## config.mk

```make
export PLATFORM = sky130hd
export DESIGN_NAME = ersc_core
export DESIGN_NICKNAME = d
export VERILOG_FILES = /design/src/ersc_pkg.sv /design/src/ersc_core.sv
export SDC_FILE = /design/constraint.sdc
export NUM_CORES = 1
export LEC_CHECK = 0
export ABC_AREA = 1
export ABC_CLOCK_PERIOD_IN_PS = 6900
export CORE_AREA = 10 10 212 214
export DETAILED_ROUTE_END_ITERATION = 6
export DIE_AREA = 0 0 222 224
export DONT_BUFFER_PORTS = 1
export SYNTH_ARGS = -nofsm -noshare
export SYNTH_HDL_FRONTEND = slang
export SYNTH_SLANG_ARGS = --single-unit
```

## constraint.sdc

```tcl
create_clock -name vclk -period 6.9
set_clock_uncertainty 0.1 [all_clocks]
set_input_delay 1.38 -clock vclk [all_inputs]
set_output_delay 1.38 -clock vclk [all_outputs]
set_load 0.02 [all_outputs]
```

## src/ersc_pkg.sv

```systemverilog
// Package for the event record sequence checker.
// Holds the field widths, event kinds, status codes, the record, state and result types.
// No dependencies.
package ersc_pkg;

    localparam int SecW   = 32;
    localparam int NsecW  = 30;
    localparam int ProcW  = 31;
    localparam int KindW  = 2;
    localparam int SigW   = 64;
    localparam int HashW  = 32;
    localparam int StatW  = 3;

    // Event kinds
    localparam logic [KindW-1:0] KIND_ENTRY = 2'd0;
    localparam logic [KindW-1:0] KIND_EXIT  = 2'd1;
    localparam logic [KindW-1:0] KIND_EPOCH = 2'd2;
    localparam logic [KindW-1:0] KIND_OTHER = 2'd3;

    // Status codes
    localparam logic [StatW-1:0] ST_OK       = 3'd0;
    localparam logic [StatW-1:0] ST_PROCESS  = 3'd1;
    localparam logic [StatW-1:0] ST_TIME     = 3'd2;
    localparam logic [StatW-1:0] ST_BAD_HASH = 3'd3;
    localparam logic [StatW-1:0] ST_NESTED   = 3'd4;
    localparam logic [StatW-1:0] ST_NO_ENTRY = 3'd5;
    localparam logic [StatW-1:0] ST_MISMATCH = 3'd6;
    localparam logic [StatW-1:0] ST_EPOCH    = 3'd7;

    typedef struct packed {
        logic [SecW-1:0]  time_sec;
        logic [NsecW-1:0] time_nsec;
        logic [ProcW-1:0] process_id;
        logic [KindW-1:0] event_kind;
        logic [SigW-1:0]  signal_value;
    } rec_t;

    typedef struct packed {
        logic             seen_first;
        logic [SecW-1:0]  last_sec;
        logic [NsecW-1:0] last_nsec;
        logic [ProcW-1:0] owner_process;
        logic [HashW-1:0] region_open_hash;
        logic [SigW-1:0]  epoch_seen;
    } state_t;

    typedef struct packed {
        logic [StatW-1:0] status;
        logic [HashW-1:0] open_region;
        logic [SigW-1:0]  epoch_now;
    } res_t;

endpackage

```

## src/ersc_core.sv

```systemverilog
// Check logic for one record: status code and next checker state.
// Purely combinational; depends on ersc_pkg.
module ersc_core
(
    input  ersc_pkg::rec_t                 rec_in,
    input  ersc_pkg::state_t               state_in,
    input  logic [ersc_pkg::HashW-1:0]     invalid_hash,
    output logic [ersc_pkg::StatW-1:0]     status,
    output ersc_pkg::state_t               state_out
);

    ersc_pkg::state_t          eff;
    logic                      proc_ok;
    logic                      time_ok;
    logic                      hash_bad;
    logic [ersc_pkg::SigW-1:0] epoch_inc;
    logic [ersc_pkg::StatW-1:0] ev_status;

    // First record latches process, time, region and epoch
    always_comb
    begin
        eff = state_in;
        if (!state_in.seen_first)
        begin
            eff.last_sec         = rec_in.time_sec;
            eff.last_nsec        = rec_in.time_nsec;
            eff.owner_process    = rec_in.process_id;
            eff.epoch_seen       = '0;
            eff.region_open_hash = invalid_hash;
        end
        eff.seen_first = 1'b1;
    end

    // Process and time checks, seconds then raw nanoseconds
    assign proc_ok = (rec_in.process_id == eff.owner_process);
    assign time_ok = !((rec_in.time_sec < eff.last_sec) ||
                       ((rec_in.time_sec == eff.last_sec) &&
                        (rec_in.time_nsec < eff.last_nsec)));

    assign hash_bad  = (rec_in.signal_value[ersc_pkg::SigW-1:ersc_pkg::HashW] != '0) ||
                       (rec_in.signal_value[ersc_pkg::HashW-1:0] == invalid_hash);
    assign epoch_inc = eff.epoch_seen + 64'd1;

    // Event check
    always_comb
    begin
        ev_status = ersc_pkg::ST_OK;
        case (rec_in.event_kind)
            ersc_pkg::KIND_ENTRY:
            begin
                if (hash_bad)
                    ev_status = ersc_pkg::ST_BAD_HASH;
                else if (eff.region_open_hash != invalid_hash)
                    ev_status = ersc_pkg::ST_NESTED;
            end
            ersc_pkg::KIND_EXIT:
            begin
                if (hash_bad)
                    ev_status = ersc_pkg::ST_BAD_HASH;
                else if (eff.region_open_hash == invalid_hash)
                    ev_status = ersc_pkg::ST_NO_ENTRY;
                else if (rec_in.signal_value[ersc_pkg::HashW-1:0] != eff.region_open_hash)
                    ev_status = ersc_pkg::ST_MISMATCH;
            end
            ersc_pkg::KIND_EPOCH:
            begin
                if (rec_in.signal_value != epoch_inc)
                    ev_status = ersc_pkg::ST_EPOCH;
            end
            default:
            begin
                ev_status = ersc_pkg::ST_OK;
            end
        endcase
    end

    // Status and state update, stopping at the first failing check
    always_comb
    begin
        state_out = eff;
        if (!proc_ok)
            status = ersc_pkg::ST_PROCESS;
        else if (!time_ok)
            status = ersc_pkg::ST_TIME;
        else
        begin
            status              = ev_status;
            state_out.last_sec  = rec_in.time_sec;
            state_out.last_nsec = rec_in.time_nsec;
            if (ev_status == ersc_pkg::ST_OK)
            begin
                case (rec_in.event_kind)
                    ersc_pkg::KIND_ENTRY:
                        state_out.region_open_hash = rec_in.signal_value[ersc_pkg::HashW-1:0];
                    ersc_pkg::KIND_EXIT:
                        state_out.region_open_hash = invalid_hash;
                    ersc_pkg::KIND_EPOCH:
                        state_out.epoch_seen = rec_in.signal_value;
                    default:
                        state_out.epoch_seen = eff.epoch_seen;
                endcase
            end
        end
    end

endmodule

```

==> results of run 1 <==
-- final cells by class --
cell class	count	share of cell area [%]
tap	532	5.60
antenna	1	0.0211
timing repair buffer	83	5.59
inverter	309	9.76
multi-input combinational	1825	79.0
-- worst max-delay path: stages --
cell	delay [ps]
nand2_1	380
nor2_1	300
nand2_1	160
nor2_1	180
nand2_1	140
nor2_2	230
nand3_1	100
nand2_1	90
nand2_1	50
inv_1	50
nand2_1	40
nor2_1	100
nand2_1	60
nor2_1	180
nand2_1	130
nand2_2	120
nand3_1	120
nor2_4	190
nand2_2	410
nand2_1	180
nand2_1	230
-- cells by family (layout without fill, tap and decap cells) --
logic type / Yosys count / after routing / share of synthesized area (%)
AND/OR/NAND/NOR: 1301 / 1301 / 49.0
buffers and inverters: 387 / 392 / 14.2
AO/OA/AOI/OAI: 254 / 254 / 12.4
XOR/XNOR: 147 / 147 / 11.8
adder cells (fa/ha/maj): 62 / 62 / 7.11
multiplexers: 60 / 60 / 5.51
other: 1 / 2 / 0.0344
-- layer usage --
layer / up-vias / share of wire (%)
li1: 7024 / -
met1: 6493 / 37
met2: 861 / 49
met3: 93 / 10
met4: 0 / 3.2
met5: - / 0
-- synth_stat cells --
cell      number
a211oi_1       1
a21oi_1       39
buf_1          7
buf_2         32
buf_4          8
buf_6          3
clkbuf_1      28
clkinv_1       1
conb_1         1
ha_1          62
inv_1        301
inv_2          7
mux2i_1       60
nand2_1      817
nand2_2        3
nand3_1      168
nand3b_1      11
nand4_1       38
nor2_1       220
nor2_2         8
nor2_4         2
nor3_1        14
nor3b_1        1
nor4_1        16
nor4b_1        1
o211a_1        1
o211ai_1       1
o21a_1         1
o21ai_0      130
o21ai_1       40
o21bai_1       6
o221ai_1       3
o22ai_1       32
or2_2          1
or4_1          1
xnor2_1       27
xor2_1       120
-- stage by stage --
step	hold WS [ps]	area [um2]	std cells	power, mW
floorplan	2840	10900	2212	0.529
global placement	2860	11900	2749	0.712
detailed placement	2870	11900	2749	0.711
CTS	2870	11900	2749	0.715
global route	2880	11900	2750	0.787
finish	2860	11900	2750	0.718
-- worst max path at each step --
stage / start / end / slack, ps / cells after the start
2_1_floorplan: state_in[189] / state_out[12] / 20 / 31
3_3_place_gp: state_in[189] / state_out[0] / 570 / 26
3_5_place_dp: state_in[189] / state_out[0] / 480 / 26
4_1_cts: state_in[189] / state_out[0] / 480 / 26
5_1_grt: state_in[189] / state_out[66] / 5 / 24
6_report: state_in[189] / state_out[66] / 120 / 21
-- power breakdown --
group          switching, mW  internal (mW)
clock network              0   0.0000000196
registers                  0              0
logic                  0.485          0.233
-- placed cells by master (no fill, tap or decap), types with 40 or more instances in the layout --
cell and count:
xor2_1 120, o21ai_1 40, mux2i_1 60, nand3_1 167
nand2_1 817, nor2_1 215, ha_1 62, buf_4 79
o21ai_0 130, inv_1 300
-- repair_timing --
action	in CTS	in global routing
buffers inserted	0	0
endpoints found under the setup margin	0	76
gates resized for setup	0	7
==> impl_metrics.csv, run 1 <==
group,metric,value,unit
run_status,status,"completed",
synthesis,synth_area_per_cell,4.93,um2
place,gp_congestion,1.01,
detailed_routing,vias,14500,
synthesis,syn-cell-area,10900,um2
min_path,hold_path_end,"state_out[120]",
synthesis,syn-num-nets,2655,
min_path,hp-class,"in -> out",
synthesis,synth_top_area_cell,"nand2_1",
power,power.leakage,6.33,nW
timing,fmax,0.148,GHz
global_routing,antenna_found_initial,1,
global_routing,use_met3,5.96,%
final_layout,fin_nets,2662,
timing,period_minus_slack,6780,ps
detailed_routing,drtPass1Iterations,6,
power,power.density,60.4,nW/um2
global_routing,grtUsageMet2,40.9,%
floorplanning,initial_utilization,26.9,%
floorplanning,rows,74,
place,io_buffers,0,
critical_path,cp.required,5420,ps
timing,worst_pin_slew,1010,ps
detailed_routing,routed_wl,61400,um
critical_path,path_class,"in -> out",
min_path,hold_start,"rec_in[90]",
final_layout,design.seq.count,0,
detailed_routing,antenna_left,0,
timing,min_period_over_period,98.2,%
detailed_routing,drt_iter0_markers,1429,
final_layout,multiInputGateArea,9400,um2
floorplanning,core,40600,um2
floorplanning,io_pins,574,
global_routing,met1_usage,25.8,%
timing,slew_headroom,32.7,%
global_routing,grt_pass1_vias,13400,
clock_network,hold_buffers,0,
critical_path,crit_fanout,253,
critical_path,worst_setup_path_start_kind,"input pin",
final_layout,drive_gt1_share,4.96,%
floorplanning,dieWidth,222,um
synthesis,ys_types,37,
global_routing,grt_overflow_total,0,
power,power.ir.vdd_worst,0.0000429,V
synthesis,yosys_warnings,0,
synthesis,yosys-top-cells-area,"nand2_1 (28%), inv_1 (10%), xor2_1 (9.6%)",
synthesis,postSynthCellCount,2212,
global_routing,grt_pass1_wl,88100,um
global_routing,grtUsageTotal,22.6,%
min_path,holdPathStages,2,
floorplanning,die-area,49700,um2
timing,finalSetupViolations,0,
final_layout,area.growth.synth_to_final,8.98,%
job,drv_cap,0,
floorplanning,die_height,224,um
synthesis,seq_area_frac_synth,0,%
detailed_routing,drt-wirelength-per-cell,22.3,um
detailed_routing,drt-vias-per-instance,5.26,
timing,fin_tns_setup,0,ps
global_routing,busiest_layer,"met2",
timing,finalHoldViolCount,0,
critical_path,arrival,5300,ps
synthesis,yosysTopAreaCellShare,28.1,%
timing,rsz0062_at_grt,"false",
final_layout,final_core_util,29.3,%
place,dpl_worst_slack,479,ps
place,dp_hpwl,53500,um
detailed_routing,drcViolationCount,0,
final_layout,nFillCells,4788,
critical_path,worstSetupEndpointType,"primary output",
timing,drv_slew,0,
global_routing,grt_start_max_net_pins,254,
final_layout,register_area,0,um2
final_layout,clkbuf_count,0,
timing,layout_setup_ws,121,ps
(Power assumes the default switching activity.)
==> run 2: changes to the inputs <==
==> constraint.sdc (replaced) <==
create_clock -name vclk -period 6.9
set_clock_uncertainty 0.1 [all_clocks]
set_input_delay 1.38 -clock vclk [all_inputs]
set_output_delay 1.38 -clock vclk [all_outputs]
set_load 0.01 [all_outputs]
==> run 2 against run 1 <==
Net effect:
- clock-buffer cell count stayed put
- largest power group unchanged
- global-route usage grew 0.053 points
- fmax increased by 2.7%
==> impl_metrics.csv, run 2 (synthesis gave the netlist of run 1 again) <==
group,metric,value,unit
run_status,status,"completed",
timing,period_minus_slack,6600,ps
global_routing,antenna_found_initial,0,
floorplanning,rows,74,
power,power_switching,424,uW
clock_network,hold_buffers,0,
global_routing,grtUsageTotal,22.7,%
power,total_power,640,uW
power,pwr-share-comb,100.0,%
final_layout,drive_gt1_share,3.43,%
floorplanning,dieWidth,222,um
place,dpl_cell_area,11600,um2
global_routing,met1_usage,25.7,%
timing,rsz0062_at_grt,"false",
global_routing,grt_overflow_total,0,
global_routing,grt_pass1_vias,13400,
timing,fmax,0.151,GHz
global_routing,busiest_layer,"met2",
floorplanning,die-area,49700,um2
final_layout,layout_common_cells,"nand2_1 (817), inv_1 (300), nor2_1 (219), nand3_1 (168), o21ai_0 (130)",
detailed_routing,drt_iter0_markers,1395,
power,intPower,217,uW
timing,fin_tns_setup,0,ps
timing,min_period_over_period,95.7,%
timing,drv_slew,0,
place,io_buffers,0,
critical_path,crit_fanout,253,
final_layout,nFillCells,4874,
power,switching_share,66.2,%
global_routing,grtUsageMet2,40.3,%
timing,slew_headroom,37.2,%
job,drv_cap,0,
detailed_routing,drcViolationCount,0,
critical_path,cp.required,5420,ps
place,gp_congestion,0.978,
final_layout,area.growth.synth_to_final,6.56,%
power,power.ir.vdd_worst,0.0000336,V
power,power.leakage,6.18,nW
timing,finalSetupViolations,0,
final_layout,n_antenna_cell,0,
power,power_frac_seq,0,%
detailed_routing,antenna_left,0,
timing,finalHoldViolCount,0,
detailed_routing,drtPass1Iterations,5,
timing,hold_slack,2810,ps
floorplanning,initial_utilization,26.9,%
clock_network,cts_setup_buffers,0,
timing,worst_pin_slew,932,ps
final_layout,clkbuf_count,0,
floorplanning,die_height,224,um
clock_network,post_cts_resized,0,
final_layout,finalNonFillerCells,2719,
final_layout,fin_nets,2632,
detailed_routing,drt-wirelength-per-cell,22.5,um
place,dp_hpwl,53500,um
global_routing,grt_pass1_wl,88300,um
final_layout,design.seq.count,0,
final_layout,final_area,11600,um2
floorplanning,io_pins,574,
power,power.density,55.1,nW/um2
min_path,hp-class,"in -> out",
power,pwr-share-clk,0,%
final_layout,multiInputGateArea,9380,um2
global_routing,grt_start_max_net_pins,254,
detailed_routing,drt-vias-per-instance,5.31,
final_layout,final_common_cell,"nand2_1",
detailed_routing,vias,14400,
place,dp.cells,2719,
critical_path,worst_setup_path_start_kind,"input pin",
final_layout,register_area,0,um2
critical_path,worstSetupEndpointType,"primary output",
detailed_routing,routed_wl,61200,um
critical_path,path_class,"in -> out",
global_routing,use_met3,6.26,%
critical_path,arrival,5120,ps
floorplanning,core,40600,um2
[run 2: cell count changes in the layout (fill, tap and decap cells not counted), sizes merged]
cell   previous run  this run
diode             1         0
buf              83        53
[run 2: layer usage]
metal / routed length [um] / up-vias
met5: 0 / -
met4: 2470 / 0
met3: 6340 / 105
met2: 29600 / 815
met1: 22800 / 6533
li1: - / 6976
[run 2: area by class of cell]
| type | count | area share, % |
|---|---|---|
| inverter | 309 | 9.98 |
| multi-input combinational | 1825 | 80.7 |
| timing repair buffer | 53 | 3.64 |
| tap | 532 | 5.73 |
[run 2: worst paths after layout]
kind | startpoint | to | slack (ps) | depth (start not counted)
setup / recovery | state_in[189] | state_out[20] | 300 | 25
hold / removal | rec_in[97] | state_out[127] | 2810 | 2
[run 2: worst max-delay path: stages]
cell	delay, ps
nand2_1	100
inv_1	110
ha_1	190
nand2_1	70
nor2_2	200
nand3_1	260
nor2_1	300
nand2_1	200
nor2_1	120
nand2_1	60
nand2_1	90
nand2_1	50
inv_1	40
nand2_1	40
nor2_1	110
nand2_1	70
nor2_1	170
nand2_1	120
nand2_2	120
nand3_1	120
nor2_4	170
buf_4	490
nand2_1	110
o21ai_0	100
buf_4	150
[run 2: through the flow]
stage / setup slack, ps / utilization (%)
global placement: 477 / 28.7
floorplan: 64.5 / -
finish: 296 / 28.7
detailed placement: 399 / 28.7
global route: 10.3 / 28.7
CTS: 392 / 28.7
[run 2: power groups by stage]
stage / logic, mW / registers [mW] / clock network (mW)
6_report: 0.640 / 0 / 0
5_1_grt: 0.706 / 0 / 0
4_1_cts: 0.637 / 0 / 0
3_5_place_dp: 0.633 / 0 / 0
3_3_place_gp: 0.634 / 0 / 0
2_1_floorplan: 0.469 / 0 / 0
